[config.mk]
export PLATFORM = sky130hd
export DESIGN_NAME = cfe_fifo
export DESIGN_NICKNAME = d
export VERILOG_FILES = /design/src/design/cfe_pkg.sv /design/src/design/cfe_fifo.sv
export SDC_FILE = /design/constraint.sdc
export NUM_CORES = 1
export LEC_CHECK = 0
export ABC_AREA = 1
export BUFFER_PORTS_ARGS = -buffer_cell sky130_fd_sc_hd__buf_2
export CAP_MARGIN = 10
export CORE_MARGIN = 8
export CORE_UTILIZATION = 45
export DETAILED_ROUTE_END_ITERATION = 16
export PLACE_DENSITY_LB_ADDON = 0.1
export SLEW_MARGIN = 30
export SYNTH_ARGS = -nofsm -noshare
export SYNTH_HDL_FRONTEND = slang
export SYNTH_SLANG_ARGS = --single-unit
[constraint.sdc]
create_clock -name clock -period 4.6 [get_ports clock]
set_clock_uncertainty 0.05 [all_clocks]
set_input_delay 0.46 -clock clock [delete_from_list [all_inputs] [get_ports clock]]
set_output_delay 0.46 -clock clock [all_outputs]
set_load 0.02 [all_outputs]
[src/design/cfe_pkg.sv]
// ----------------------------------------------------------------------------
// cfe_pkg
// Shared types, constants and helpers for the cuckoo filter engine.
// ----------------------------------------------------------------------------
package cfe_pkg;

   localparam int MAX_BUCKETS = 256;
   localparam int PHYS_SLOTS  = 8;
   localparam int BKT_W       = $clog2(MAX_BUCKETS);
   localparam int SLOT_W      = $clog2(PHYS_SLOTS);
   localparam int ADDR_W      = BKT_W + SLOT_W;
   localparam int TOTAL_SLOTS = MAX_BUCKETS * PHYS_SLOTS;

   localparam int HASH_W  = 64;
   localparam int FP_W    = 16;
   localparam int DIV_W   = HASH_W - FP_W;
   localparam int DIV_CW  = $clog2(DIV_W);
   localparam int CNT_W   = 9;
   localparam int ITEM_W  = 12;
   localparam int FILL_W  = 4;
   localparam int SPB_W   = 4;
   localparam int THR_W   = 11;
   localparam int KICK_W  = 10;
   localparam int SCR_W   = ADDR_W + 1;
   localparam int CSR_AW  = 2;
   localparam int CSR_DW  = 11;
   localparam int QDEPTH  = 2;

   localparam logic [HASH_W-1:0] FNV_BASIS = 64'hcbf29ce484222325;
   localparam logic [HASH_W-1:0] FNV_LOW   = 64'h1b3;
   localparam int                FNV_SHIFT = 40;
   localparam logic [31:0]       ALT_MUL   = 32'h5bd1e995;
   localparam logic [15:0]       LFSR_SEED = 16'hACE1;

   localparam logic [CSR_AW-1:0] CFG_INIT_BUCKETS = 2'd0;
   localparam logic [CSR_AW-1:0] CFG_SLOTS        = 2'd1;
   localparam logic [CSR_AW-1:0] CFG_THRESHOLD    = 2'd2;
   localparam logic [CSR_AW-1:0] CFG_MAX_KICKS    = 2'd3;

   typedef struct packed {
      logic [HASH_W-1:0] hash;
      logic              func;
   } key_entry_type;

   typedef struct packed {
      logic              we;
      logic [CSR_AW-1:0] addr;
      logic [CSR_DW-1:0] data;
   } csr_wr_type;

   typedef struct packed {
      logic             go;
      logic [DIV_W-1:0] dividend;
      logic [CNT_W-1:0] divisor;
   } mod_req_type;

   typedef struct packed {
      logic busy;
      logic done;
   } mod_stat_type;

   typedef struct packed {
      logic [CNT_W-1:0]  bucket_count;
      logic [ITEM_W-1:0] item_count;
      logic              overflow;
      logic              expanded;
      logic              inserted;
      logic              found;
   } result_type;

   typedef enum logic [5:0] {
      ST_IDLE, ST_LK_I1, ST_LK_S1, ST_LK_S2, ST_SC_F, ST_SC_N, ST_SC_R, ST_SC_C,
      ST_DECIDE, ST_LD_M1, ST_LD_M2, ST_LD_C,
      ST_RB_START, ST_RB_F, ST_RB_N, ST_RB_S, ST_RB_W, ST_RB_END, ST_RB_L, ST_RB_R,
      ST_PK_I1, ST_PK_A, ST_PK_B, ST_PK_C, ST_PK_D,
      ST_KK_T, ST_KK_N, ST_KK_S, ST_KK_X, ST_KK_P, ST_KK_V, ST_KK_U, ST_KK_Q, ST_KK_Z,
      ST_FIN, ST_PLACE, ST_PK_RET, ST_ALTM, ST_ALTD, ST_DIVW, ST_RESP
   } state_type;

   function automatic logic [FP_W-1:0] fp_of(input logic [HASH_W-1:0] h);
      logic [FP_W-1:0] f;
      f = h[FP_W-1:0];
      return (f == '0) ? FP_W'(1) : f;
   endfunction

   function automatic logic [15:0] lfsr_step(input logic [15:0] v);
      logic b;
      b = v[0] ^ v[2] ^ v[3] ^ v[5];
      return {b, v[15:1]};
   endfunction

endpackage

[src/design/cfe_fifo.sv]
// ----------------------------------------------------------------------------
// cfe_fifo
// Short key queue between the hashing front and the filter back end.
// ----------------------------------------------------------------------------
module cfe_fifo
   import cfe_pkg::*;
(
   input  logic          clock,
   input  logic          reset,
   input  logic          push,
   input  key_entry_type push_data,
   input  logic          pop,
   output logic          full,
   output logic          not_empty,
   output key_entry_type head
);

   localparam int PTR_W = $clog2(QDEPTH);

   key_entry_type            mem_ff [QDEPTH];
   logic [PTR_W-1:0]         wr_ff, wr_in, rd_ff, rd_in;
   logic [PTR_W:0]           cnt_ff, cnt_in;

   assign full      = (cnt_ff == (PTR_W+1)'(QDEPTH));
   assign not_empty = (cnt_ff != '0);
   assign head      = mem_ff[rd_ff];

   always_comb begin
      wr_in  = push ? wr_ff + 1'b1 : wr_ff;
      rd_in  = pop  ? rd_ff + 1'b1 : rd_ff;
      cnt_in = cnt_ff + (PTR_W+1)'(push) - (PTR_W+1)'(pop);
   end

   always_ff @(posedge clock) begin
      if (reset) begin
         wr_ff  <= '0;
         rd_ff  <= '0;
         cnt_ff <= '0;
      end else begin
         wr_ff  <= wr_in;
         rd_ff  <= rd_in;
         cnt_ff <= cnt_in;
      end
   end

   always_ff @(posedge clock) begin
      if (push) begin
         mem_ff[wr_ff] <= push_data;
      end
   end

endmodule

Yosys cells after proc, flatten, opt, wreduce, memory -nomap -nowiden. Memory sizes are Yosys's and may differ from the RTL's. A register that Yosys moved wholly into a read port is not among the register bits. Index checks and enable logic that the tools add are counted.

Equal/unequal tests: 1. Reduce and logical (&&, ||, !) cells: 1. $add $sub $neg: 4. Muxes and demuxes: 4.

Operator list (count): two-way mux 1 bit (4); adder 1 bit (second input constant) (2); adder 2 x 1 -> 2 bit (1); == test 2 bit (second input constant) (1); nonzero test 2 bit (1); subtractor 2 x 1 -> 2 bit (1).

Input port bits: 69. Register bits: 4. Memories: 1. Output and inout port bits: 67. RAM bits: 130.

Memories: mem_ff (words 2, bits a word 65, rd ports 1, clocked after Yosys merged registers in 1, wr ports 1, line cfe_fifo.sv:20) `key_entry_type mem_ff [QDEPTH];`.

Logic depth before layout (Yosys ltp).
Depth in word-level cells: 3. Depth in mapped cells: 9. Gate-level depth less buffers: 9.

Worst setup path before layout. Ideal clock, no wire load.

Kind: input-to-reg. Start: in push. End: mem mem_ff[0][0] (netlist bit), enable pin. Path buffers: 0. Stages on the path: 2. Required time: 4.060 ns. Slack: 0.834 ns. Data arrival time: 3.226 ns. Cell sequence: inv_1 > nor2_1.

Cells in the longest elaborated chain, start to end: 2.

RTL lines: from (decl) (line cfe_fifo.sv:10) `input logic push,`; two-way mux 1 bit (line cfe_fifo.sv:47) `if (push) begin`; two-way mux 1 bit (not written as such) (line cfe_fifo.sv:48) `mem_ff[wr_ff] <= push_data;`; to (decl) (line cfe_fifo.sv:20).

Every way passes these cells.

==> impl_metrics.json <==
{
  "status": "complete, no violations",
  "route.detailed.drc": 0,
  "drtIter0Drc": 111,
  "min_path_cells": 1,
  "cp_max_fo": 46,
  "critPathKind": "flop to primary output",
  "r2r_slack_ns": 2.62,
  "cts-root-buf": "clkbuf_16",
  "slew_headroom": 0.470,
  "p_leak_nw": 2.64,
  "vias": 2538,
  "cts_tree": "done",
  "area_growth_pct": 28.8,
  "initial_core_util": 0.454,
  "synth_area_per_cell_um2": 22.0,
  "dieArea_um2": 15000,
  "fmax_mhz": 363,
  "holdBufCountCts": 0,
  "io_buffers": 135,
  "hold_viol": 0,
  "antenna_left": 0,
  "final_cell_mix": "buf_2, edfxtp_1, mux2_4, clkbuf_16, mux2_2",
  "grt_setup_unrepaired": "no",
  "hp-start": "push_data[18]",
  "cts_sinks": 135,
  "numCtsBuffers": 17,
  "whs_endpoint": "mem_ff[0][18]",
  "vdd_drop_max_v": 0.000252,
  "grt_start_max_net_pins": 47,
  "grt_pass1_vias": 2763,
  "clk_pin_slew_worst_paths_ns": 0.05,
  "floorplan.rows": 39,
  "r2r-start": "wr_ff",
  "crit_path_end_kind": "primary output",
  "drtPass1Iterations": 4,
  "clkPwrFrac": 0.436,
  "critPathRequiredTime_ns": 4.09,
  "pre_cts_ws_ns": 2.20,
  "tns_ns": 0,
  "p_int_mw": 2.54,
  "period_minus_slack_ns": 2.76,
  "power_density_nw_per_um2": 486,
  "r2r-end": "mem_ff[1][27]",
  "maxCapViolations": 0,
  "synthDistinctLibCells": 14,
  "gp_congestion": 0.695,
  "min_path_type": "input port to flop",
  "grt_usage": 0.124,
  "synthesis.instances": 233,
  "ys_warn_count": 0,
  "setup_ws_ns": 1.84,
  "final_max_slew_viol_count": 0,
  "p_sw_mw": 0.665,
  "htree_levels": 4,
  "die_w_um": 123,
  "seqPwrFrac": 0.456,
  "antenna_found_initial": 2,
  "core_um2": 11300,
  "drive_above_1_share": 0.585,
  "critPathArrivalTime_ns": 2.25,
  "holdWs_ns": 0.202,
  "clk_latency_ns": 0.39,
  "viasPerCell": 4.68,
  "final_nets": 456,
  "p_comb_frac": 0.108,
  "ys_seq_area_frac": 0.782,
  "cts.repair.resized": 0,
  "totalWireLength_mm": 9.12,
  "syn_area_um2": 5120,
  "swShare": 0.207,
  "post_cts_buffers": 0,
  "fin_crit_sh": 0.599,
  "io_pins": 136,
  "wire_per_inst_um": 16.8,
  "synth.ff_latch_count": 135,
  "worst_pin_slew_ns": 0.796,
  "grt_pass1_wl_mm": 14.0,
  "rr_worst_depth": 3,
  "grt-ovfl-total": 0,
  "cts.path.max_buffers": 2,
  "setup_violations": 0,
  "critPathLaunchType": "flop",
  "fp.dieH_um": 123,
  "syn_nets": 304,
  "hpwlAfterDp_mm": 6.29,
  "layout_commonest_cell": "buf_2"
}
[Yosys cell counts (all sizes together)]
cell type / number / area share
a21oi: 1 / 0.00098
buf: 7 / 0.014
dfxtp: 5 / 0.020
edfxtp: 130 / 0.76
ha: 2 / 0.0049
inv: 8 / 0.0059
mux2: 65 / 0.18
nand2: 5 / 0.0037
nand3: 1 / 0.00098
nor2: 7 / 0.0051
nor3: 1 / 0.00098
xnor2: 1 / 0.0017
[power groups by stage]
stage | Clock [mW] | Sequential (mW) | Combinational, mW
3_5_place_dp | 0 | 1.49 | 0.350
2_1_floorplan | 0 | 1.47 | 0.254
3_3_place_gp | 0 | 1.48 | 0.346
6_report | 1.40 | 1.46 | 0.347
5_1_grt | 1.48 | 1.47 | 0.374
4_1_cts | 1.43 | 1.46 | 0.351
[how the worst max path moves through the flow]
stage	depth (start not counted)	slack [ns]	to
final	3	1.84	head[14]
after global routing	3	1.71	head[14]
after CTS	3	1.77	head[14]
after detailed placement	3	2.20	head[14]
after global placement	3	2.21	head[9]
after floorplan	2	0.83	mem_ff[0][0]
[registers in the layout (all words and copies together), names as in the netlist, named ones only]
signal,flops
cnt_ff,2
mem_ff,130
rd_ff,1
wr_ff,1
[critical path, cell delays in order (launching register included)]
cell,delay [ns]
dfxtp_4,0.87
buf_4,0.48
mux2_4,0.33
buf_2,0.16
[cell type report]
class                      instances  area [um2]
clock inverter                    11         179
tap                              143         179
inverter                           8        30.0
sequential                       135        4010
clock buffer                      21         440
multi-input combinational         83        1020
timing repair buffer             140         733
fill                             864        4680
antenna                            1        2.50
[metal layers]
layer	track usage	share of wire
met3	0.0557	0.079
met4	0.0480	0.015
met5	0	0.0013
met1	0.135	0.39
met2	0.210	0.51
[through the flow]
step	power, mW	area (um2)	instances	utilization
after detailed placement	1.84	5940	508	0.527
after global routing	3.33	6590	542	0.585
after global placement	1.83	5940	508	0.527
final	3.21	6590	542	0.585
after CTS	3.24	6560	540	0.582
after floorplan	1.72	5120	233	-
[cells by family after synthesis]
kind of cell,share of synthesized area
xor gates and xnor gates,0.00171
muxes,0.180
adders and majority gates,0.00489
AOI/OAI and AO/OA,0.000977
DFF,0.782
and+or+nand+nor,0.0108
buffers and inverters,0.0200
Power figures use the tool's default switching activity.
