**src/design/cfe_pkg.sv**
```systemverilog
// ----------------------------------------------------------------------------
// cfe_pkg
// Shared types, constants and helpers for the cuckoo filter engine.
// ----------------------------------------------------------------------------
package cfe_pkg;

   localparam int MAX_BUCKETS = 256;
   localparam int PHYS_SLOTS  = 8;
   localparam int BKT_W       = $clog2(MAX_BUCKETS);
   localparam int SLOT_W      = $clog2(PHYS_SLOTS);
   localparam int ADDR_W      = BKT_W + SLOT_W;
   localparam int TOTAL_SLOTS = MAX_BUCKETS * PHYS_SLOTS;

   localparam int HASH_W  = 64;
   localparam int FP_W    = 16;
   localparam int DIV_W   = HASH_W - FP_W;
   localparam int DIV_CW  = $clog2(DIV_W);
   localparam int CNT_W   = 9;
   localparam int ITEM_W  = 12;
   localparam int FILL_W  = 4;
   localparam int SPB_W   = 4;
   localparam int THR_W   = 11;
   localparam int KICK_W  = 10;
   localparam int SCR_W   = ADDR_W + 1;
   localparam int CSR_AW  = 2;
   localparam int CSR_DW  = 11;
   localparam int QDEPTH  = 2;

   localparam logic [HASH_W-1:0] FNV_BASIS = 64'hcbf29ce484222325;
   localparam logic [HASH_W-1:0] FNV_LOW   = 64'h1b3;
   localparam int                FNV_SHIFT = 40;
   localparam logic [31:0]       ALT_MUL   = 32'h5bd1e995;
   localparam logic [15:0]       LFSR_SEED = 16'hACE1;

   localparam logic [CSR_AW-1:0] CFG_INIT_BUCKETS = 2'd0;
   localparam logic [CSR_AW-1:0] CFG_SLOTS        = 2'd1;
   localparam logic [CSR_AW-1:0] CFG_THRESHOLD    = 2'd2;
   localparam logic [CSR_AW-1:0] CFG_MAX_KICKS    = 2'd3;

   typedef struct packed {
      logic [HASH_W-1:0] hash;
      logic              func;
   } key_entry_type;

   typedef struct packed {
      logic              we;
      logic [CSR_AW-1:0] addr;
      logic [CSR_DW-1:0] data;
   } csr_wr_type;

   typedef struct packed {
      logic             go;
      logic [DIV_W-1:0] dividend;
      logic [CNT_W-1:0] divisor;
   } mod_req_type;

   typedef struct packed {
      logic busy;
      logic done;
   } mod_stat_type;

   typedef struct packed {
      logic [CNT_W-1:0]  bucket_count;
      logic [ITEM_W-1:0] item_count;
      logic              overflow;
      logic              expanded;
      logic              inserted;
      logic              found;
   } result_type;

   typedef enum logic [5:0] {
      ST_IDLE, ST_LK_I1, ST_LK_S1, ST_LK_S2, ST_SC_F, ST_SC_N, ST_SC_R, ST_SC_C,
      ST_DECIDE, ST_LD_M1, ST_LD_M2, ST_LD_C,
      ST_RB_START, ST_RB_F, ST_RB_N, ST_RB_S, ST_RB_W, ST_RB_END, ST_RB_L, ST_RB_R,
      ST_PK_I1, ST_PK_A, ST_PK_B, ST_PK_C, ST_PK_D,
      ST_KK_T, ST_KK_N, ST_KK_S, ST_KK_X, ST_KK_P, ST_KK_V, ST_KK_U, ST_KK_Q, ST_KK_Z,
      ST_FIN, ST_PLACE, ST_PK_RET, ST_ALTM, ST_ALTD, ST_DIVW, ST_RESP
   } state_type;

   function automatic logic [FP_W-1:0] fp_of(input logic [HASH_W-1:0] h);
      logic [FP_W-1:0] f;
      f = h[FP_W-1:0];
      return (f == '0) ? FP_W'(1) : f;
   endfunction

   function automatic logic [15:0] lfsr_step(input logic [15:0] v);
      logic b;
      b = v[0] ^ v[2] ^ v[3] ^ v[5];
      return {b, v[15:1]};
   endfunction

endpackage

```
**src/design/cfe_front.sv**
```systemverilog
// ----------------------------------------------------------------------------
// cfe_front
// Folds key bytes into a 64-bit FNV-1a hash and queues finished keys.
// ----------------------------------------------------------------------------
module cfe_front
   import cfe_pkg::*;
(
   input  logic          clock,
   input  logic          reset,
   input  logic          in_valid,
   output logic          in_ready,
   input  logic          in_func,
   input  logic [7:0]    in_byte,
   input  logic          in_byte_valid,
   input  logic          in_last,
   input  logic          q_full,
   output logic          q_push,
   output key_entry_type q_entry
);

   logic [HASH_W-1:0] acc_ff, acc_in;
   logic [HASH_W-1:0] mixed, hashed;
   logic              accept;

   assign in_ready = !q_full;
   assign accept   = in_valid && !q_full;
   assign mixed    = acc_ff ^ {{(HASH_W-8){1'b0}}, in_byte};
   assign hashed   = in_byte_valid ? ((mixed << FNV_SHIFT) + (mixed * FNV_LOW)) : acc_ff;

   always_comb begin
      acc_in        = acc_ff;
      q_push        = 1'b0;
      q_entry.hash  = hashed;
      q_entry.func  = in_func;
      if (accept) begin
         if (in_last) begin
            acc_in = FNV_BASIS;
            q_push = 1'b1;
         end else begin
            acc_in = hashed;
         end
      end
   end

   always_ff @(posedge clock) begin
      if (reset) begin
         acc_ff <= FNV_BASIS;
      end else begin
         acc_ff <= acc_in;
      end
   end

endmodule

```
**config.mk**
```make
export PLATFORM = sky130hd
export DESIGN_NAME = cfe_front
export DESIGN_NICKNAME = d
export VERILOG_FILES = /design/src/design/cfe_pkg.sv /design/src/design/cfe_front.sv
export SDC_FILE = /design/constraint.sdc
export NUM_CORES = 1
export LEC_CHECK = 0
export BUFFER_PORTS_ARGS = -buffer_cell sky130_fd_sc_hd__buf_2
export CORE_MARGIN = 2
export CORE_UTILIZATION = 44
export CTS_CLUSTER_DIAMETER = 30
export DETAILED_ROUTE_END_ITERATION = 8
export PLACE_DENSITY = 0.72
export SKIP_LAST_GASP = 1
export SLEW_MARGIN = 20
export SYNTH_ARGS = -nofsm -noshare
export SYNTH_HDL_FRONTEND = slang
export SYNTH_SLANG_ARGS = --single-unit
```
**constraint.sdc**
```tcl
create_clock -name clock -period 7.75 [get_ports clock]
set_input_delay 0.3875 -clock clock [delete_from_list [all_inputs] [get_ports clock]]
set_output_delay 0.3875 -clock clock [all_outputs]
set_load 0.01 [all_outputs]
```
## Word-level counts from Yosys, hierarchy flattened

Cells that the tools add are included.

- Add/subtract/negate cells: 1
- Bitwise operators: 1
- Muxes and demuxes: 4
- Order comparisons: 0
- Multipliers: 1
- Reduce and logical (&&, ||, !) cells: 2
- Div/mod/pow operators: 0
- Equality and inequality tests: 0
- Shift operators: 0

Operators with widths:

| cell | count |
|---|---|
| 2-to-1 mux 64 bit | 2 |
| adder 64 bit | 1 |
| multiplier 64 x 9 -> 64 bit (second input constant) | 1 |
| bitwise XOR 64 x 8 -> 64 bit | 1 |
| 2-to-1 mux 1 bit | 2 |
| logical AND 1 bit | 1 |
| zero test 1 bit | 1 |

- Latch bits: 0
- Bits in read-only memories: 0
- Memories: 0
- Bits in writable memories: 0
- Register bits: 64

## Logic depth before layout (Yosys ltp)

Gate-level depths: netlist of the first run.

- Depth after elaboration: 5
- Mapped depth: 24
- Mapped depth without buffers: 23

## Worst setup path before layout of the first run

Ideal clock, no wire load.

- Path type: input to output
- From: input in_byte[1]
- To: output q_entry[61] (netlist name)
- Arrival: 5.520 ns
- Slack: 1.843 ns
- Data required time: 7.363 ns
- Buffers on the path: 0
- Stages: 21
- Cells stage by stage: xnor2_1 inv_1 ha_1 xnor2_1 inv_1 ha_1 or2_2 fa_1 fa_1 ha_1 ha_1 and4_1 nand3_1 a21oi_2 o21ai_1 a31o_2 o41a_1 o31a_4 mux2i_1 a2111oi_2 mux2_2

RTL lines:

| what | line | RTL |
|---|---|---|
| start: declaration | cfe_front.sv:13 | `input logic [7:0] in_byte,` |
| end: declaration | cfe_front.sv:18 | `output key_entry_type q_entry` |

==> metrics.cfg, run 1 <==
[worst_setup_path]
path_delay_family = adder cells
worstSetupEndpointType = primary output
rr_endpoint = acc_ff[49]
path_cells = xnor2_1 -> inv_1 -> ha_1 -> xnor2_1 -> inv_1 -> ha_1 -> or2_2 -> fa_1 -> fa_1 -> ha_1 -> ha_1 -> o211ai_1 -> a21o_1 -> a211oi_2 -> o211ai_2 -> o311ai_4 -> a21oi_2 -> o31ai_4 -> a31oi_2 -> o21bai_2 -> xor2_1 -> mux2_2 -> buf_2
worstReg2RegStart = acc_ff[1]
crit_cells = 23
crit_path_frequent_cell = ha_1
reg2reg_slack_ns = 1.37
arrival_ns = 6.87
path_max_fanout = 5
critical_path_class = register to primary output
reg2regPathDepth = 22
cp-start-kind = register
cpPeakStageDelay_ns = 0.55
slowest_stage = xnor2_1
critPathBufInv = 3
worst_ep_required_time_ns = 7.36

[route]
wl_per_cell_um = 19.07
wl_mm = 42.28
drt-pass1-iter-count = 6
initialDrtViolationCount = 693
post-route-drc-count = 0
ant_nets = 0
route.vias.total = 11710
viasPerCell = 5.283

[outcome]
status = complete, no violations

[clocking]
htree_levels = 3
root_buffer = clkbuf_16
hold_buffers = 0
numCtsBuffers = 9
cts.path.max_buffers = 2
post_cts_buffers = 0
cts_resized = 0
cts.sinks = 64
clk_pin_slew_worst_paths_ns = 0.07
clk-insertion-delay-late_ns = 0.37
cts_tree = yes

[layout]
stdcell_count = 2217
layout_common_cells = 446 x inv_1, 210 x fa_1, 196 x ha_1
finalNetCount = 2185
final_core_utilization_pct = 47.66
finalInstanceArea_um2 = 15860
diodes = 0
top_register = acc_ff
drive_above_1_share_pct = 9.553
reg_top3 = acc_ff x64
areaGrowthSynthToFinish_pct = 7.679
fillers = 3245
mostFrequentLayoutCell = inv_1
largest_register_ffs = 64

[yosys]
ys_warn_count = 0
ys_seq_area_share_pct = 8.699
synth_edf_count = 0
ys_ff_latch = 64
synth.avg_cell_area_um2 = 8.583
syn_area_um2 = 14730
postSynth.asyncResetShare_pct = 0
synthCells = 1716
synthDistinctLibCells = 63
synth_top_flop_cell = dfxtp_1
synth_nets = 2137

[timing]
final.period_utilization_pct = 93.70
tightest_slew_ns = 1.089
grt_setup_unrepaired = no
min_period_ns = 7.262
finalMaxSlewViolations = 0
slew_headroom_pct = 27.14
setup_tns_ns = 0
fmax_mhz = 137.7
hold_viol = 0
setup_violations = 0
finalClockSkew_ns = 0.01779

[placement]
gp_congestion = 0.9788
dp_hpwl_mm = 36.09
postPlaceCellArea_um2 = 15560
port_buffers = 79
place_inst = 2201

[grt]
grt_pass1_vias = 12470
grt_max_degree = 79
grt_use_total_pct = 24.76
grt-ovfl-total = 0
antenna_found_initial = 0
grt_pass1_wl_mm = 67.18

[die]
dieHeight_um = 187.0
core_um2 = 33280
ios = 82
die-area_um2 = 34950
die_width_um = 187.0
start_util_pct = 44.26
rows = 67

[min_path]
whs_endpoint = acc_ff[0]
hold_depth = 3
holdCritPathClass = primary input to register
min-delay-start = in_byte[0]

[flow_run]
maxCapViolCount = 0

cells in the mapped netlist, types with 8 or more instances:
library cell    n  area, µm²
inv_1         446       1674
fa_1          210       4204
ha_1          196       2452
nand2_1       119      446.7
xnor2_1        78      683.2
a21oi_1        76      380.4
dfxtp_1        64       1281
nor2_1         63      236.5
xor2_1         58      508.0
o21ai_0        54      270.3
a21o_1         50      375.4
mux2_2         47      529.3
clkbuf_1       40      150.1
a22oi_1        28      210.2
nand3_1        27      135.1
nand4_1        22      137.6
o21bai_1       14      105.1
nor2b_1        11      68.82
nor3_1         10      50.05
a22o_1          8      70.07
o211ai_1        8      60.06
through the flow:
stage	hold slack, ns	worst slack [ns]
after CTS	0.3805	0.5400
after global placement	0.4997	0.9809
after detailed placement	0.5082	0.8285
final	0.3876	0.4883
after floorplan	0.4786	1.843
after global routing	0.4376	0.001594
layer usage:
layer  track usage (%)  wire [µm]  up-vias
met5                 0          0        -
met4             10.01       1662        0
met3             3.940       2160       88
met2             43.22      20750      341
met1             30.51      17710     5756
li1                  -          -     5527
how the worst max path moves through the flow:
stage | start | end | slack (ns)
after CTS | acc_ff[1] | q_entry[58] | 0.54
final | acc_ff[1] | q_entry[58] | 0.49
after global placement | in_byte[1] | q_entry[50] | 0.98
after global routing | acc_ff[1] | q_entry[50] | 0.002
after floorplan | in_byte[1] | q_entry[61] | 1.84
after detailed placement | in_byte[1] | q_entry[50] | 0.83
kinds of logic (layout without fill, tap and decap cells):
kind of cell / Yosys count / count (layout) / share of synthesized area, %
DFF: 64 / 64 / 8.699
xor gates and xnor gates: 136 / 136 / 8.087
and+or+nand+nor: 278 / 278 / 8.452
AOI/OAI and AO/OA: 287 / 287 / 13.16
buffers and inverters: 497 / 550 / 12.75
adders and majority gates: 406 / 406 / 45.19
muxes: 48 / 48 / 3.661
layout make-up:
type | count | area, µm² | share of cell area, %
clock buffers | 11 | 242.7 | 1.530
multi-input cells | 1155 | 11580 | 73.01
clock inverters | 5 | 56.30 | 0.3550
inverters | 446 | 1674 | 10.56
flip-flops and latches | 64 | 1281 | 8.078
well taps | 448 | 560.5 | 3.534
repair buffers | 88 | 465.4 | 2.935
worst reg2reg max path: stages, from the launching register on:
cell and delay (ns):
dfxtp_1 0.33, xnor2_1 0.55, inv_1 0.18, ha_1 0.38, xnor2_1 0.20, inv_1 0.07
ha_1 0.18, or2_2 0.30, fa_1 0.53, fa_1 0.42, ha_1 0.29, ha_1 0.35
a21o_1 0.23, a211oi_2 0.21, a211oi_2 0.15, o311a_1 0.37, nor3_1 0.43, a31oi_1 0.23
a21oi_1 0.30, o21a_1 0.19, xnor2_1 0.20, nand2_1 0.13, nand3_1 0.10
Power of run 1 is not shown: default switching activity piles up to over one toggle a cycle in this logic, so the estimate is an artifact.
==> run 2, diff against run 1 <==
- CORE_ASPECT_RATIO: not set -> 0.9
==> run 2 against run 1 <==
Compared with the run above:
- flip-flop and latch count unchanged
- maximum frequency increased by 3.2%
- non-clock buffer count shrank 2
==> metrics.cfg, run 2 (synthesized netlist as in run 1, its figures left out) <==
[grt]
grt-ovfl-total = 0  ; unchanged
grt_pass1_wl_mm = 66.49  ; -1.0%
grt_pass1_vias = 12220  ; -2.0%
grt_max_degree = 43  ; -46%
grt_use_total_pct = 24.83  ; +0.073 points
antenna_found_initial = 1  ; +1

[placement]
postPlaceCellArea_um2 = 15520  ; -0.27%
gp_congestion = 0.9743  ; -0.46%
place_inst = 2173  ; -1.3%
dp_hpwl_mm = 35.37  ; -2.0%
port_buffers = 79  ; unchanged

[min_path]
whs_endpoint = acc_ff[0]
hold_depth = 3  ; unchanged
min-delay-start = in_byte[0]
holdCritPathClass = primary input to register

[flow_run]
maxCapViolCount = 0  ; unchanged

[layout]
mostFrequentLayoutCell = inv_1
largest_register_ffs = 64  ; unchanged
stdcell_count = 2188  ; -1.3%
finalInstanceArea_um2 = 15830  ; -0.20%
drive_above_1_share_pct = 9.570  ; +0.016 points
reg_top3 = acc_ff x64
top_register = acc_ff
diodes = 0  ; unchanged
layout_common_cells = 446 x inv_1, 210 x fa_1, 196 x ha_1
areaGrowthSynthToFinish_pct = 7.467
finalNetCount = 2183  ; -0.092%

[die]
core_um2 = 32950  ; -1.0%
die_width_um = 196.9  ; +5.3%
dieHeight_um = 177.6  ; -5.0%
ios = 82  ; unchanged
die-area_um2 = 34960  ; about the same
start_util_pct = 44.70  ; +0.45 points
rows = 63  ; -6.0%

[clocking]
cts_tree = yes
clk_pin_slew_worst_paths_ns = 0.06  ; about the same
clk-insertion-delay-late_ns = 0.36  ; about the same
root_buffer = clkbuf_16
htree_levels = 3  ; unchanged
cts_resized = 0  ; unchanged
hold_buffers = 0  ; unchanged
numCtsBuffers = 9  ; unchanged
post_cts_buffers = 0  ; unchanged
cts.sinks = 64  ; unchanged
cts.path.max_buffers = 2  ; unchanged

[worst_setup_path]
arrival_ns = 6.65  ; -0.22 ns
worstReg2RegStart = acc_ff[2]
rr_endpoint = acc_ff[61]
reg2regPathDepth = 22  ; unchanged
critical_path_class = register to primary output
path_max_fanout = 5  ; unchanged
cp-start-kind = register
worst_ep_required_time_ns = 7.36  ; about the same
reg2reg_slack_ns = 1.56  ; +0.19 ns
worstSetupEndpointType = primary output

[timing]
hold_viol = 0  ; unchanged
setup_violations = 0  ; unchanged
fmax_mhz = 142.2  ; +3.2%
setup_tns_ns = 0  ; unchanged
slew_headroom_pct = 24.66  ; -2.5 points
final.period_utilization_pct = 90.76  ; -2.9 points
tightest_slew_ns = 1.127  ; +0.03859 ns
grt_setup_unrepaired = no
finalClockSkew_ns = 0.01052  ; -0.007265 ns
min_period_ns = 7.034  ; -0.2275 ns
finalMaxSlewViolations = 0  ; unchanged

[route]
viasPerCell = 5.355  ; +1.4%
wl_mm = 40.97  ; -3.1%
ant_nets = 0  ; unchanged
route.vias.total = 11720  ; +0.034%
drt-pass1-iter-count = 8  ; +2
post-route-drc-count = 0  ; unchanged
initialDrtViolationCount = 928  ; +34%
wl_per_cell_um = 18.72  ; -1.8%

[outcome]
status = complete, no violations

-- run 2: cell types whose count changed in the layout (fill, tap and decap cells not counted), sizes merged --
cell / previous run / this run
clkbuf: 11 / 13
clkinv: 3 / 0
buf: 88 / 86
-- run 2: final cells by class --
type                            instances  area, µm²
Inverter                              446       1674
Clock buffer                           13      270.3
Timing Repair Buffer                   86      450.4
Fill cell                            3183      17120
Multi-Input combinational cell       1155      11590
Clock inverter                          2      37.54
Sequential cell                        64       1281
Tap cell                              422      528.0
-- run 2: worst max-delay path by stage --
stage	endpoint	cells after the start	startpoint	slack, ns
6_report	q_entry[62]	23	acc_ff[2]	0.72
5_1_grt	q_entry[58]	23	acc_ff[2]	0.32
4_1_cts	q_entry[62]	23	acc_ff[2]	0.75
3_5_place_dp	q_entry[62]	24	in_byte[2]	1.02
3_3_place_gp	q_entry[58]	24	in_byte[2]	1.15
2_1_floorplan	q_entry[61]	21	in_byte[1]	1.84
-- run 2: metal layers --
metal,vias up,routed length (µm),track usage (%)
met3,75,3668,6.271
met5,-,0,0
li1,5510,-,-
met1,5691,17810,33.49
met4,0,1276,7.581
met2,440,18220,39.31
-- run 2: stage by stage --
stage / util (%) / worst slack [ns] / hold slack, ns
floorplan: - / 1.843 / 0.4786
global placement: 47.09 / 1.146 / 0.4980
detailed placement: 47.09 / 1.016 / 0.5057
CTS: 48.03 / 0.7451 / 0.4252
global route: 48.04 / 0.3234 / 0.4661
finish: 48.04 / 0.7158 / 0.4400
-- run 2: worst max-delay path, stage by stage, from the launching register on --
cell      delay (ns)
dfxtp_1         0.33
xnor2_1         0.35
inv_1           0.17
ha_1            0.35
xnor2_1         0.21
inv_1           0.09
ha_1            0.19
or2_2           0.30
fa_1            0.52
fa_1            0.41
ha_1            0.28
ha_1            0.38
o211ai_1        0.12
a21o_1          0.21
a211oi_2        0.39
o211ai_2        0.18
o311ai_4        0.31
a21oi_2         0.17
o31ai_4         0.36
a31oi_2         0.23
o21ai_2         0.19
xor2_1          0.23
mux2_2          0.19
buf_2           0.13
Power of run 2 is left out for the same reason.
==> run 3, diff against run 2 <==
- ABC_AREA: not set -> 1
- PLACE_DENSITY: 0.72 -> 0.71
==> run 3 against run 2 <==
Compared with the run above:
- flip-flop and latch count did not move
- die area rose by 15%
- clock skew rose by 0.0018 ns
- cell count rose by 39%
- hold slack got worse by 0.022 ns
- clock-buffer cell count fell by 2
- setup slack improved by 0.40 ns
- core utilization fell by 0.16 points
- largest cell class unchanged
- non-clock buffer count did not move
==> metrics.cfg, run 3 <==
[outcome]
status = complete, no violations

[clocking]
htree_levels = 3  ; unchanged
numCtsBuffers = 9  ; unchanged
cts.path.max_buffers = 2  ; unchanged
post_cts_buffers = 0  ; unchanged
root_buffer = clkbuf_16
cts_resized = 0  ; unchanged
hold_buffers = 0  ; unchanged
clk-insertion-delay-late_ns = 0.38  ; +0.02 ns
cts.sinks = 64  ; unchanged
clk_pin_slew_worst_paths_ns = 0.07  ; about the same
cts_tree = yes

[placement]
gp_congestion = 1.108  ; +14%
dp_hpwl_mm = 54.36  ; +54%
port_buffers = 79  ; unchanged
place_inst = 3016  ; +39%

[yosys]
synthCells = 2476  ; +44%
synth_nets = 2897  ; +36%
synth.avg_cell_area_um2 = 6.892  ; -20%
postSynth.asyncResetShare_pct = 0  ; unchanged
synth_top_flop_cell = dfxtp_1
synth_edf_count = 0  ; unchanged
synth_top_area_share_pct = 24.64  ; -3.9 points
synthDistinctLibCells = 43  ; -32%
synth.largest_area_cell = fa_1
synth.top_cells.by_count = 711 x inv_1, 556 x nand2_1, 210 x fa_1
synthTopCellsByArea = fa_1 25%, inv_1 16%, ha_1 14%, nand2_1 12%, dfxtp_1 7.5%
ys_ff_latch = 64  ; unchanged
synthMostInstantiatedCell = inv_1
syn_area_um2 = 17060  ; +16%
ys_seq_area_share_pct = 7.508  ; -1.2 points
ys_warn_count = 0  ; unchanged

[timing]
grt_setup_unrepaired = no
fmax_mhz = 150.7  ; +6.0%
setup_violations = 0  ; unchanged
tightest_slew_ns = 1.241  ; +0.1139 ns
slew_headroom_pct = 16.65  ; -8.0 points
finalClockSkew_ns = 0.01231  ; +0.001790 ns
min_period_ns = 6.636  ; -0.3980 ns
final.period_utilization_pct = 85.63  ; -5.1 points
finalMaxSlewViolations = 0  ; unchanged
setup_tns_ns = 0  ; unchanged
hold_viol = 0  ; unchanged

[route]
wl_mm = 62.28  ; +52%
viasPerCell = 5.152  ; -3.8%
wl_per_cell_um = 20.52  ; +9.6%
ant_nets = 0  ; unchanged
route.vias.total = 15640  ; +33%
initialDrtViolationCount = 1508  ; +63%
post-route-drc-count = 0  ; unchanged
drt-pass1-iter-count = 5  ; -3

[layout]
final_core_utilization_pct = 47.88  ; -0.16 points
layout_common_cells = 711 x inv_1, 555 x nand2_1, 210 x fa_1
regArea_um2 = 1281  ; unchanged
multi_input_area_um2 = 12930  ; +12%
stdcell_count = 3035  ; +39%
largest_register_ffs = 64  ; unchanged
top_register = acc_ff
drive_above_1_share_pct = 9.162  ; -0.41 points
fillers = 3964  ; +25%
mostFrequentLayoutCell = inv_1
areaGrowthSynthToFinish_pct = 7.435  ; about the same
finalNetCount = 2959  ; +36%
reg_top3 = acc_ff x64

[flow_run]
maxCapViolCount = 0  ; unchanged

[worst_setup_path]
crit_path_frequent_cell = ha_1
critical_path_class = register to primary output
worstSetupEndpointType = primary output
critPathBufInv = 4  ; +1
path_cells = xnor2_1 -> inv_1 -> ha_1 -> xor2_1 -> ha_1 -> or2_2 -> fa_1 -> fa_1 -> ha_1 -> ha_1 -> nand2_1 -> inv_1 -> a21oi_1 -> nand2_2 -> nand2_1 -> nand3_2 -> nand2_1 -> inv_1 -> o21ai_1 -> o21a_1 -> buf_2
cpPeakStageDelay_ns = 0.85  ; +0.33 ns
path_delay_family = adder cells
path_max_fanout = 4  ; -1
cp-start-kind = register
slowest_stage = xnor2_1
worst_ep_required_time_ns = 7.36  ; about the same
arrival_ns = 6.25  ; -0.40 ns

[grt]
antenna_found_initial = 1  ; unchanged
grt_use_total_pct = 32.16  ; +7.3 points
grt_pass1_vias = 15470  ; +27%
grt_pass1_wl_mm = 94.54  ; +42%
grt_max_degree = 83  ; +93%
grt-ovfl-total = 0  ; unchanged

[die]
start_util_pct = 44.57  ; -0.13 points
rows = 68  ; +7.9%
die_width_um = 211.6  ; +7.5%
core_um2 = 38290  ; +16%
die-area_um2 = 40370  ; +15%
ios = 82  ; unchanged
dieHeight_um = 190.8  ; +7.5%

[min_path]
holdCritPathClass = primary input to register

run 3: kinds of logic (layout without fill, tap and decap cells):
kind of cell               after synthesis  count (layout)  share of synthesized area [%]
and+or+nand+nor                        932             932                          24.21
DFF                                     64              64                          7.508
xor gates and xnor gates                96              96                          4.927
adders and majority gates              406             406                          39.01
AOI/OAI and AO/OA                      221             221                          7.582
other                                    0               2                              0
buffers and inverters                  757             824                          16.76
run 3: area by class of cell:
cell class,count,area share (%)
Antenna cell,2,0.02730
Tap cell,490,3.344
Timing Repair Buffer,86,2.566
Clock inverter,5,0.4368
Sequential cell,64,6.989
Clock buffer,11,1.324
Inverter,722,14.78
Multi-Input combinational cell,1655,70.53
run 3: path summary, 6_finish.rpt:
check	startpoint	end	slack [ns]	cells past startpoint
hold reg to reg	acc_ff[3]	acc_ff[3]	0.50	2
setup reg to reg	acc_ff[2]	acc_ff[28]	1.82	21
hold / removal	in_byte_valid	acc_ff[30]	0.42	4
setup / recovery	acc_ff[2]	q_entry[29]	1.11	21
run 3: worst min-delay path, cell delays in order:
cell     delay, ns
buf_4         0.17
nand2_1       0.07
nand3_1       0.06
a21oi_1       0.05
run 3: stage by stage:
| step | worst slack, ns | instance area [µm²] | hold WS, ns |
|---|---|---|---|
| finish | 1.114 | 18330 | 0.4182 |
| global route | 0.8268 | 18330 | 0.4609 |
| detailed placement | 1.381 | 17980 | 0.4892 |
| CTS | 1.100 | 18300 | 0.4068 |
| global placement | 1.341 | 17980 | 0.4790 |
| floorplan | 2.939 | 17060 | 0.4710 |
run 3: routing by layer:
layer / vias up / global-route usage [%] / part of all wire, %
met2: 533 / 48.73 / 43
met4: 0 / 8.126 / 2.2
met3: 52 / 3.936 / 6.6
met1: 7566 / 48.24 / 48
met5: - / 0 / 0
li1: 7484 / - / -
Power of run 3 is left out for the same reason.
