==> src/design/cfe_pkg.sv <==
// ----------------------------------------------------------------------------
// cfe_pkg
// Shared types, constants and helpers for the cuckoo filter engine.
// ----------------------------------------------------------------------------
package cfe_pkg;

   localparam int MAX_BUCKETS = 256;
   localparam int PHYS_SLOTS  = 8;
   localparam int BKT_W       = $clog2(MAX_BUCKETS);
   localparam int SLOT_W      = $clog2(PHYS_SLOTS);
   localparam int ADDR_W      = BKT_W + SLOT_W;
   localparam int TOTAL_SLOTS = MAX_BUCKETS * PHYS_SLOTS;

   localparam int HASH_W  = 64;
   localparam int FP_W    = 16;
   localparam int DIV_W   = HASH_W - FP_W;
   localparam int DIV_CW  = $clog2(DIV_W);
   localparam int CNT_W   = 9;
   localparam int ITEM_W  = 12;
   localparam int FILL_W  = 4;
   localparam int SPB_W   = 4;
   localparam int THR_W   = 11;
   localparam int KICK_W  = 10;
   localparam int SCR_W   = ADDR_W + 1;
   localparam int CSR_AW  = 2;
   localparam int CSR_DW  = 11;
   localparam int QDEPTH  = 2;

   localparam logic [HASH_W-1:0] FNV_BASIS = 64'hcbf29ce484222325;
   localparam logic [HASH_W-1:0] FNV_LOW   = 64'h1b3;
   localparam int                FNV_SHIFT = 40;
   localparam logic [31:0]       ALT_MUL   = 32'h5bd1e995;
   localparam logic [15:0]       LFSR_SEED = 16'hACE1;

   localparam logic [CSR_AW-1:0] CFG_INIT_BUCKETS = 2'd0;
   localparam logic [CSR_AW-1:0] CFG_SLOTS        = 2'd1;
   localparam logic [CSR_AW-1:0] CFG_THRESHOLD    = 2'd2;
   localparam logic [CSR_AW-1:0] CFG_MAX_KICKS    = 2'd3;

   typedef struct packed {
      logic [HASH_W-1:0] hash;
      logic              func;
   } key_entry_type;

   typedef struct packed {
      logic              we;
      logic [CSR_AW-1:0] addr;
      logic [CSR_DW-1:0] data;
   } csr_wr_type;

   typedef struct packed {
      logic             go;
      logic [DIV_W-1:0] dividend;
      logic [CNT_W-1:0] divisor;
   } mod_req_type;

   typedef struct packed {
      logic busy;
      logic done;
   } mod_stat_type;

   typedef struct packed {
      logic [CNT_W-1:0]  bucket_count;
      logic [ITEM_W-1:0] item_count;
      logic              overflow;
      logic              expanded;
      logic              inserted;
      logic              found;
   } result_type;

   typedef enum logic [5:0] {
      ST_IDLE, ST_LK_I1, ST_LK_S1, ST_LK_S2, ST_SC_F, ST_SC_N, ST_SC_R, ST_SC_C,
      ST_DECIDE, ST_LD_M1, ST_LD_M2, ST_LD_C,
      ST_RB_START, ST_RB_F, ST_RB_N, ST_RB_S, ST_RB_W, ST_RB_END, ST_RB_L, ST_RB_R,
      ST_PK_I1, ST_PK_A, ST_PK_B, ST_PK_C, ST_PK_D,
      ST_KK_T, ST_KK_N, ST_KK_S, ST_KK_X, ST_KK_P, ST_KK_V, ST_KK_U, ST_KK_Q, ST_KK_Z,
      ST_FIN, ST_PLACE, ST_PK_RET, ST_ALTM, ST_ALTD, ST_DIVW, ST_RESP
   } state_type;

   function automatic logic [FP_W-1:0] fp_of(input logic [HASH_W-1:0] h);
      logic [FP_W-1:0] f;
      f = h[FP_W-1:0];
      return (f == '0) ? FP_W'(1) : f;
   endfunction

   function automatic logic [15:0] lfsr_step(input logic [15:0] v);
      logic b;
      b = v[0] ^ v[2] ^ v[3] ^ v[5];
      return {b, v[15:1]};
   endfunction

endpackage

==> src/design/cfe_mod.sv <==
// ----------------------------------------------------------------------------
// cfe_mod
// Restoring remainder unit, one dividend bit per cycle.
// ----------------------------------------------------------------------------
module cfe_mod
   import cfe_pkg::*;
(
   input  logic             clock,
   input  logic             reset,
   input  mod_req_type      req,
   output mod_stat_type     stat,
   output logic [CNT_W-1:0] rem
);

   logic                busy_ff, busy_in, done_ff, done_in;
   logic [DIV_CW-1:0]   cnt_ff, cnt_in;
   logic [DIV_W-1:0]    dvd_ff, dvd_in;
   logic [CNT_W-1:0]    dsr_ff, dsr_in;
   logic [CNT_W-1:0]    rem_ff, rem_in;
   logic [CNT_W:0]      trial;

   assign stat.busy = busy_ff;
   assign stat.done = done_ff;
   assign rem       = rem_ff;
   assign trial     = {rem_ff, dvd_ff[DIV_W-1]};

   always_comb begin
      busy_in = busy_ff;
      done_in = 1'b0;
      cnt_in  = cnt_ff;
      dvd_in  = dvd_ff;
      dsr_in  = dsr_ff;
      rem_in  = rem_ff;
      if (req.go) begin
         busy_in = 1'b1;
         cnt_in  = '0;
         dvd_in  = req.dividend;
         dsr_in  = req.divisor;
         rem_in  = '0;
      end else if (busy_ff) begin
         dvd_in = dvd_ff << 1;
         if (trial >= {1'b0, dsr_ff}) begin
            rem_in = CNT_W'(trial - {1'b0, dsr_ff});
         end else begin
            rem_in = CNT_W'(trial);
         end
         cnt_in = cnt_ff + 1'b1;
         if (cnt_ff == DIV_CW'(DIV_W-1)) begin
            busy_in = 1'b0;
            done_in = 1'b1;
         end
      end
   end

   always_ff @(posedge clock) begin
      if (reset) begin
         busy_ff <= 1'b0;
         done_ff <= 1'b0;
         cnt_ff  <= '0;
      end else begin
         busy_ff <= busy_in;
         done_ff <= done_in;
         cnt_ff  <= cnt_in;
      end
   end

   always_ff @(posedge clock) begin
      dvd_ff <= dvd_in;
      dsr_ff <= dsr_in;
      rem_ff <= rem_in;
   end

endmodule

==> config.mk <==
export PLATFORM = sky130hd
export DESIGN_NAME = cfe_mod
export DESIGN_NICKNAME = d
export VERILOG_FILES = /design/src/design/cfe_pkg.sv /design/src/design/cfe_mod.sv
export SDC_FILE = /design/constraint.sdc
export NUM_CORES = 1
export LEC_CHECK = 0
export BUFFER_PORTS_ARGS = -buffer_cell sky130_fd_sc_hd__buf_2
export CAP_MARGIN = 20
export CORE_ASPECT_RATIO = 2
export CORE_MARGIN = 5
export CORE_UTILIZATION = 45
export CTS_CLUSTER_DIAMETER = 50
export CTS_CLUSTER_SIZE = 14
export DETAILED_ROUTE_END_ITERATION = 16
export GPL_TIMING_DRIVEN = 0
export PLACE_DENSITY = 0.67
export SLEW_MARGIN = 20
export SYNTH_ARGS = -nofsm -noshare
export SYNTH_HDL_FRONTEND = slang
export SYNTH_SLANG_ARGS = --single-unit
==> constraint.sdc <==
create_clock -name clock -period 2.4 [get_ports clock]
set_input_delay 0.48 -clock clock [delete_from_list [all_inputs] [get_ports clock]]
set_output_delay 0.48 -clock clock [all_outputs]
set_load 0.005 [all_outputs]
After elaboration in Yosys (flattened, before gate mapping) --
Index checks and enable logic that the tools add are counted.
Storage, ports and cells: input bits 60, logic and storage cells 21, register bits 74, output and inout port bits 11
Cells by class: reduce and logical (&&, ||, !) cells 3, muxes and demuxes 7, order comparisons 1, $add $sub $neg 2, equal/unequal tests 1, bitwise logic cells 1
Operator list (count):
- $mux 48 | 2
- $ge 10x9->1 | 1
- $mux 9 | 1
- $sub 9x9->9 | 1
- $add 6x1->6 const B | 1
- $eq 6x6->1 const B | 1
- $mux 1 | 4
- $reduce_or 3->1 | 1
- $reduce_bool 2->1 | 1
- $reduce_or 2->1 | 1
- $not 1->1 | 1

Logic depth before layout (Yosys ltp) --
Gate-level depths: netlist of run 1.
depth after elaboration 4, mapped depth 10, depth with buffers taken out 9

Least setup slack after synthesis of run 1 --
OpenSTA, ideal clock, no wires.
path type reg2reg, start point reg dvd_ff[47], end point reg rem_ff[2], in the netlist rem[2], setup time 120 ps, path buffers 1, clock period less this slack 2410 ps, slack -10 ps, data arrival time 2291 ps, cell stages (with the launch flop) 11, path through edfxtp_1 -> inv_1 -> ha_1 -> inv_1 -> fa_1 -> a211oi_2 -> o31ai_2 -> a211oi_4 -> buf_6 -> nor3_2 -> a211o_1
On the way: word-level cells in the longest chain between the ends 2
RTL lines:
- start, declared | line cfe_mod.sv:17 | logic [DIV_W-1:0] dvd_ff, dvd_in;
- start signal, assigned | line cfe_mod.sv:68 | dvd_ff <= dvd_in;
- $sub 9x9->9 or $ge 10x9->1 (tied branches) | line cfe_mod.sv:43, cfe_mod.sv:42
- $mux 9 * | line cfe_mod.sv:42 | if (trial >= {1'b0, dsr_ff}) begin
- end signal, assigned | line cfe_mod.sv:70 | rem_ff <= rem_in;
- end, declared | line cfe_mod.sv:19 | logic [CNT_W-1:0] rem_ff, rem_in;
Mark *: on every way between the ends. The rest lies on a longest branch, timed or not. A chain may end at the register's enable or synchronous reset.

Final worst setup path of run 1 --
start point reg dvd_ff[47], end point reg rem_ff[1], in the netlist rem[1]
Same word-level chain as after synthesis.

==> results of run 1 <==
## registers in the layout (all words and copies together) (netlist names)
| signal | flops |
|---|---|
| dvd_ff | 48 |
| done_ff | 1 |
| rem | 9 |
| cnt_ff | 6 |
| busy_ff | 1 |
| dsr_ff | 9 |
## cell families (layout without fill, tap and decap cells)
logic type | Yosys count | in the layout
XOR/XNOR | 10 | 10
AO/OA/AOI/OAI | 35 | 35
flip-flops | 74 | 74
buffers and inverters | 28 | 124
adder cells (fa/ha/maj) | 11 | 11
AND/OR/NAND/NOR | 38 | 38
multiplexers | 51 | 51
## cells in the mapped netlist (all sizes together), types with 4 or more instances
| master | number |
|---|---|
| a211oi | 5 |
| a21oi | 4 |
| buf | 6 |
| clkbuf | 7 |
| dfxtp | 17 |
| edfxtp | 57 |
| ha | 10 |
| inv | 15 |
| mux2 | 47 |
| mux2i | 4 |
| nand2 | 6 |
| nand4 | 5 |
| nor2 | 14 |
| o21ai | 5 |
| o31ai | 5 |
| xnor2 | 5 |
| xor2 | 5 |
## how the worst max path moves through the flow
| stage | from | end | slack, ns | cells past startpoint |
|---|---|---|---|---|
| 2_1_floorplan | dvd_ff[47] | rem[2] | 0.02 | 10 |
| 4_1_cts | dvd_ff[47] | rem[1] | 0.003 | 10 |
| 3_5_place_dp | dvd_ff[47] | rem[2] | -0.22 | 10 |
| 5_1_grt | dvd_ff[47] | rem[1] | -0.12 | 10 |
| 3_3_place_gp | req[57] | dvd_ff[7] | -0.43 | 4 |
| 6_report | dvd_ff[47] | rem[1] | 0.005 | 10 |
## where the power goes
part / internal [mW] / switching, mW / leakage, nW
logic: 0.274 / 0.252 / 0.963
registers: 1.52 / 0.0457 / 0.710
clock network: 1.02 / 0.506 / 0.163
## metal layers
layer	wire [um]	global-route usage (%)
met1	2590	15.7
met4	206	9.00
met3	422	5.25
met5	0	0
met2	3730	26.0
## stage by stage
| stage | std cells | cell area (um2) | setup slack [ns] | setup TNS, ns | util (%) |
|---|---|---|---|---|---|
| floorplan | 247 | 3470 | 0.0193 | 0 | - |
| global placement | 411 | 3940 | -0.429 | -21.10 | 52.2 |
| detailed placement | 412 | 3960 | -0.217 | -0.777 | 52.5 |
| CTS | 435 | 4380 | 0.00273 | 0 | 58.1 |
| global route | 437 | 4460 | -0.116 | -0.418 | 59.1 |
| finish | 437 | 4460 | 0.00492 | 0 | 59.1 |
## final cells by class
cell class / instances / area [um2]
buffer: 13 / 78.8
clock buffer: 10 / 229
clock inverter: 6 / 115
fill: 647 / 3090
inverter: 15 / 56.3
multi-input combinational: 145 / 1350
sequential: 74 / 2050
tap: 94 / 118
timing repair buffer: 80 / 457
## what timing repair did
item	CTS	global route
buffers inserted	7	2
pin swaps	4	15
endpoints found under the hold margin	0	0
resized for setup	5	12
gates cloned	0	0
setup endpoints to repair	9	8
==> results.md, run 1 <==
- Vias in the first global route: 2470
- Syn nets: 318
- Status: complete, no violations
- CTS buffer count: 9
- FF+latch count, synth: 74
- Largest net degree at the start of global routing: 27
- Combinational family with the most area after synthesis: multiplexers
- Post-CTS Hold Fix Bufs: 0
- Area grow syn2layout: 28.5%
- Post-layout min period: 2.40 ns
- HPWL Detailed: 5.00 mm
- Post-synthesis cell area: 3470 um2
- Starting Density: 46.0%
- First-pass DRT Iterations: 4
- CP Class: flop to flop
- Measured slew at the worst slew-check pin: 0.531 ns
- Residual DRC count: 0
- CTS root buf: clkbuf_16
- CP required: 2.59 ns
- I/O Buffers: 70
- Yosys cell types: 42
- Hold path start: reset
- Ys flop type: edfxtp_1
- Clk Latency, worst-skew pair: 0.33 ns
- Post-Synth Simple-Gate Area: 5.63%
- Antenna diodes: 0
- CP Launch Type: flop
- Cell taking the most area after synthesis: edfxtp_1
- Total Power Consumption: 3.61 mW
- CP Capture Type: flop
- Post-synthesis mux area share: 16.4%
- Hold slack: 0.321 ns
- CP top delay family: compound AO/OA/AOI/OAI gates
- RSZ-0062 raised after global routing: true
- Final Setup Violations: 0
- CP Cell Sequence: inv_2 -> ha_4 -> inv_2 -> fa_2 -> a211oi_4 -> o31ai_4 -> a211oi_4 -> buf_4 -> mux2i_1 -> a211oi_1
- PD cells: 811 nW/um2
- Clock tree buffer depth: 2
- Final nets: 409
- Post-Synth Adder-Cell Area: 4.18%
- Dominant cells by area after synthesis: edfxtp_1, mux2_2, dfxtp_1
- Row count: 45
- WP data arrival: 2.59 ns
- WHS Endpoint: busy_ff
- YS warnings: 0
- Buf+Inv Stages, Crit Path: 3
- Fmax: 418 MHz
- Avg Cell Area, Syn: 14.0 um2
- Via/cell ratio: 5.16
- CTS tree: done
- Final Slew Violations: 0
- Layout cells sized above 1: 49.3%
- DR iter-0 viols: 80
- Critical Path Max Stage Delay: 0.37 ns
- Worst Hold Class: input port to flop
- First-pass GRT wire length: 11.2 mm
- Worst-case reg-to-reg path depth: 10
- Max-slew headroom: 64.6%
- Die Ht: 134 um
- H-tree levels: 3
- Max Cap Viol: 0
- WL final: 6.95 mm
- Die area: 9670 um2
- Initial antenna violation count: 0
- Fin crit share: 99.8%
- Synth Area in Compound Gates: 8.19%
- Maximum fanout along the worst path: 3
- Final setup skew: 0.00453 ns
- Max VDD drop: 624 uV
- Post-synth ARST share: 0%
- Congestion Overflow GR: 0
- Final hold vios: 0
- CORE AREA: 7540 um2
- Routability cong.: 0.779
- Leak Pwr: 1.84 nW
- Post-synthesis instance total: 247
- Commonest cells after routing, fill and taps aside: buf_2, edfxtp_1, mux2_2, dfxtp_1, nor2_1
- Post-synth EDFFs: 57
- Reg-to-reg critical path startpoint: dvd_ff[47]
- Post-synth top area share: 49.4%
- IO Count: 71
- R2R setup slack: 0.005 ns
- Hold Crit Depth: 2
- Clock sink count: 74
- Via count: 2256
- Sequential cell area fraction in the yosys report: 59.2%
- Reg2Reg Capture Point: rem[1]
- Wire length per cell: 15.9 um
- Clock transition at path regs: 0.06 ns
- Die Wd: 72.1 um
- GRT Util Overall: 15.2%
- Max stage delay cell, worst path: edfxtp_1
- Detail Route Antenna Nets: 0
- Most common cell after layout, fill and taps aside: buf_2
- Xor/xnor share of the synthesized area: 2.53%
Power figures use the tool's default switching activity.
==> run 2: changes to the inputs <==
--- a/config.mk
+++ b/config.mk
@@ -6,10 +6,10 @@
 export NUM_CORES = 1
 export LEC_CHECK = 0
 export BUFFER_PORTS_ARGS = -buffer_cell sky130_fd_sc_hd__buf_2
-export CAP_MARGIN = 20
 export CORE_ASPECT_RATIO = 2
 export CORE_MARGIN = 5
 export CORE_UTILIZATION = 45
+export CTS_BUF_LIST = sky130_fd_sc_hd__clkbuf_4 sky130_fd_sc_hd__clkbuf_8 sky130_fd_sc_hd__clkbuf_16
 export CTS_CLUSTER_DIAMETER = 50
 export CTS_CLUSTER_SIZE = 14
 export DETAILED_ROUTE_END_ITERATION = 16
@@ -19,3 +19,4 @@
 export SYNTH_ARGS = -nofsm -noshare
 export SYNTH_HDL_FRONTEND = slang
 export SYNTH_SLANG_ARGS = --single-unit
+export TNS_END_PERCENT = 30
==> results.md, run 2 (synthesized netlist as in run 1, its figures left out) <==
- Hold path start: reset
- Die Ht: 134 um
- CORE AREA: 7540 um2
- Most common cell after layout, fill and taps aside: buf_2
- CP Class: flop to flop
- First-pass DRT Iterations: 7
- Max Cap Viol: 0
- Clock tree buffer depth: 2
- I/O Buffers: 70
- First-pass GRT wire length: 11.2 mm
- Vias in the first global route: 2470
- Switching power: 0.802 mW
- CP Capture Type: flop
- Fill cell count: 646
- Status: finished with violations
- Fmax: 416 MHz
- CP Launch Type: flop
- Final Setup Violations: 1
- CTS root buf: clkbuf_16
- Detail Route Antenna Nets: 0
- Seq pwr share: 43.2%
- Via/cell ratio: 5.17
- Post-layout min period: 2.40 ns
- RSZ-0062 raised after global routing: true
- Fin cells: 437
- Layout cells sized above 1: 49.3%
- Core Util, Final: 59.1%
- Final nets: 409
- WL final: 6.96 mm
- Row count: 45
- Multi-input gate area: 1350 um2
- Clock sink count: 74
- Most flop-heavy register: dvd_ff
- Die area: 9670 um2
- Area grow syn2layout: 28.5%
- DR iter-0 viols: 84
- Switching share of total power: 22.1%
- Fin crit share: 100%
- CTS buffer count: 9
- Maximum fanout along the worst path: 3
- Worst slack at placement: -0.217 ns
- Residual DRC count: 0
- Total Power Consumption: 3.62 mW
- WP data arrival: 2.59 ns
- CTS tree: done
- PD cells: 813 nW/um2
- Final Slew Violations: 0
- Cell-internal power: 2.82 mW
- Final setup skew: 0.00512 ns
- Hold slack: 0.321 ns
- Worst Hold Class: input port to flop
- CP Launch Point: dvd_ff[47]
- Routability cong.: 0.779
- Via count: 2261
- Measured slew at the worst slew-check pin: 0.529 ns
- CP required: 2.59 ns
- Starting Density: 46.0%
- Max VDD drop: 625 uV
- Initial antenna violation count: 0
- Congestion Overflow GR: 0
- Commonest cells after routing, fill and taps aside: buf_2, edfxtp_1, mux2_2, dfxtp_1, nor2_1
- Max-slew headroom: 64.7%
- Max reg flops: 48
- Gate power share: 14.5%
- IO Count: 71
- Antenna diodes: 0
- Clock transition at path regs: 0.06 ns
- Final hold vios: 0
- Wire length per cell: 15.9 um
- GRT Util Overall: 15.2%
- Reg-to-reg critical path startpoint: dvd_ff[47]
- H-tree levels: 3
- Cells after DPL: 412
- Die Wd: 72.1 um
- HPWL Detailed: 5.00 mm
- Leak Pwr: 1.84 nW
- Clk Latency, worst-skew pair: 0.33 ns
- FF/Latch Area: 2050 um2
- Setup ws final: -0.00249 ns
- Post-CTS Hold Fix Bufs: 0
- Failing checks: negative setup slack
- Clock Power Share: 42.4%
- Largest net degree at the start of global routing: 27
-- run 2: power groups by stage --
stage	Clock, mW	Sequential, mW	Combinational (mW)
floorplan	0	1.57	0.312
global placement	0	1.59	0.433
detailed placement	0	1.59	0.452
CTS	1.58	1.56	0.494
global route	1.64	1.58	0.574
finish	1.53	1.56	0.524
-- run 2: path summary, 6_finish.rpt --
path	end	slack (ns)	depth (start not counted)
min	busy_ff	0.32	2
min reg2reg	cnt_ff[5]	0.50	2
max	rem[1]	-0.002	10
max reg2reg	rem[1]	-0.002	10
-- run 2: metrics by stage --
| stage | TNS (ns) | instance area (um2) |
|---|---|---|
| 6_report | -0.00249 | 4460 |
| 2_1_floorplan | 0 | 3470 |
| 5_1_grt | -0.427 | 4460 |
| 3_5_place_dp | -0.777 | 3960 |
| 3_3_place_gp | -21.10 | 3940 |
| 4_1_cts | 0 | 4390 |
-- run 2: repair_timing --
| item | CTS | global route |
|---|---|---|
| resized for setup | 5 | 10 |
| setup buffers | 7 | 2 |
| pin swaps | 4 | 15 |
| endpoints found under the setup margin | 9 | 8 |
-- run 2: cell type report --
class | instances | share of cell area [%]
inverter | 15 | 1.26
buffer | 13 | 1.77
clock buffer | 10 | 5.22
timing repair buffer | 80 | 10.2
multi-input combinational | 145 | 30.3
tap | 94 | 2.64
sequential | 74 | 46.1
clock inverter | 6 | 2.58
-- run 2: routing by layer --
metal | up-vias | share of wire, % | GRT usage (%)
met1 | 1071 | 37 | 15.7
met2 | 67 | 54 | 26.0
li1 | 1109 | - | -
met3 | 14 | 6.3 | 5.25
met5 | - | 0 | 0
met4 | 0 | 2.9 | 9.00
-- run 2: worst max-delay path, stage by stage, from the launching register on --
cell and delay, ns:
edfxtp_1 0.37, inv_2 0.10, ha_4 0.14, inv_2 0.04
fa_2 0.36, a211oi_4 0.31, o31ai_4 0.13, a211oi_4 0.31
buf_4 0.18, mux2i_1 0.22, a211oi_1 0.10
==> run 3: changes to the inputs <==
--- a/config.mk
+++ b/config.mk
@@ -5,7 +5,7 @@
 export SDC_FILE = /design/constraint.sdc
 export NUM_CORES = 1
 export LEC_CHECK = 0
-export BUFFER_PORTS_ARGS = -buffer_cell sky130_fd_sc_hd__buf_2
+export BUFFER_PORTS_ARGS = -buffer_cell sky130_fd_sc_hd__buf_4
 export CORE_ASPECT_RATIO = 2
 export CORE_MARGIN = 5
 export CORE_UTILIZATION = 45
==> results.md, run 3 (synthesized netlist as in run 1, its figures left out) <==
- Status: complete, no violations
- Clock sink count: 74
- CP Cell Sequence: inv_2 -> ha_4 -> inv_2 -> fa_2 -> a211oi_4 -> o31ai_4 -> a211oi_4 -> buf_4 -> mux2i_2 -> a211oi_2
- Die area: 9670 um2
- CP Launch Type: flop
- Worst Hold Class: input port to flop
- Die Wd: 72.1 um
- Final Slew Violations: 0
- First-pass GRT wire length: 11.3 mm
- Final Cell Area: 4590 um2
- H-tree levels: 3
- Clk Latency, worst-skew pair: 0.32 ns
- RSZ-0062 raised after global routing: true
- Multi-input gate area: 1330 um2
- Final Setup Violations: 0
- HPWL Detailed: 4.97 mm
- Commonest cells after routing, fill and taps aside: buf_4, edfxtp_1, mux2_2, dfxtp_1, nor2_1
- Via/cell ratio: 5.30
- Layout cells sized above 1: 49.1%
- Worst-case reg-to-reg path depth: 10
- CORE AREA: 7540 um2
- Fmax: 419 MHz
- Fill cell count: 630
- WL final: 7.20 mm
- Final hold vios: 0
- CTS buffer count: 9
- Met1 WL: 2.62 mm
- Max-slew headroom: 60.2%
- Starting Density: 46.0%
- Leak Pwr: 1.89 nW
- DR iter-0 viols: 203
- Fin crit share: 99.4%
- Wire length per cell: 16.4 um
- Clock tree buffer depth: 2
- IO Count: 71
- Clock transition at path regs: 0.06 ns
- Hold Crit Depth: 2
- CTS root buf: clkbuf_16
- Initial antenna violation count: 0
- First-pass DRT Iterations: 5
- PD cells: 763 nW/um2
- Antenna diodes: 0
- FF/Latch Area: 2050 um2
- Area grow syn2layout: 32.4%
- Critical Path Max Stage Delay: 0.37 ns
- R2R setup slack: 0.01 ns
- Measured slew at the worst slew-check pin: 0.597 ns
- WL met3: 491 um
- Row count: 45
- CP Capture Type: flop
- Routability cong.: 0.775
- Congestion Overflow GR: 0
- Final setup skew: 0.00556 ns
- Maximum fanout along the worst path: 4
- Placement-stage cell area: 4140 um2
- Cells after DPL: 412
- Post-layout min period: 2.39 ns
- CP required: 2.58 ns
- I/O Buffers: 70
- Met2 wire length: 3.81 mm
- GRT Util Overall: 15.1%
- Largest net degree at the start of global routing: 26
- Max stage delay cell, worst path: edfxtp_1
- Core Util, Final: 60.8%
- Most common cell after layout, fill and taps aside: buf_4
- Vias in the first global route: 2490
- WP data arrival: 2.57 ns
- Max VDD drop: 528 uV
- Max reg flops: 48
- Top Layer Used: met4
- Most flop-heavy register: dvd_ff
- CP Class: flop to flop
- Fin cells: 440
- Final nets: 412
- CTS tree: done
- Via count: 2330
- Max Cap Viol: 0
- Residual DRC count: 0
- Die Ht: 134 um
- Detail Route Antenna Nets: 0
## run 3: cell count changes in the layout (fill, tap and decap cells not counted), moves of 2 or more
cell,previous run,this run
buf_4,11,86
buf_2,70,0
clkinv_4,2,0
buf_6,4,2
clkinv_2,0,4
## run 3: repair_timing
action | 4_1_cts | 5_1_grt
hold buffers | 0 | 0
resized for setup | 7 | 4
endpoints found under the setup margin | 9 | 9
setup buffers | 8 | 4
pin swaps | 4 | 6
## run 3: worst max-delay path, delay by kind of cell (launching register included)
family / cells / cell delay, ns
buffers and inverters: 3 / 0.32
flip-flops: 1 / 0.37
adder cells (fa/ha/maj): 2 / 0.51
AO/OA/AOI/OAI: 4 / 0.82
multiplexers: 1 / 0.22
## run 3: final cells by class
cell class / count / share of cell area [%]
plain buffers: 13 / 1.72
clock buffers: 9 / 4.91
clock inverters: 7 / 1.83
inverters: 15 / 1.23
multi-input cells: 145 / 29.1
flip-flops and latches: 74 / 44.7
well taps: 94 / 2.56
repair buffers: 83 / 14.0
## run 3: stage by stage
step	worst slack [ns]	hold slack, ns	setup TNS, ns	power [mW]
global route	-0.0710	0.317	-0.193	3.66
CTS	0.00769	0.300	0	3.52
finish	0.0132	0.314	0	3.50
global placement	-0.335	0.480	-16.45	2.06
detailed placement	-0.202	0.485	-0.672	2.07
floorplan	0.0193	0.458	0	1.89
## run 3: power by group
part           switching [mW]  internal (mW)
Clock                   0.489          0.898
Sequential             0.0464           1.52
Combinational           0.248          0.305
## run 3: path summary, 6_finish.rpt
check	start	to
max	dvd_ff[47]	rem[4]
min	reset	busy_ff
min reg2reg	cnt_ff[5]	cnt_ff[5]
max reg2reg	dvd_ff[47]	rem[4]
## run 3: metal layers
metal | GRT usage, % | vias up
met3 | 5.25 | 22
met2 | 25.4 | 77
li1 | - | 1117
met1 | 15.8 | 1114
met4 | 9.21 | 0
met5 | 0 | -
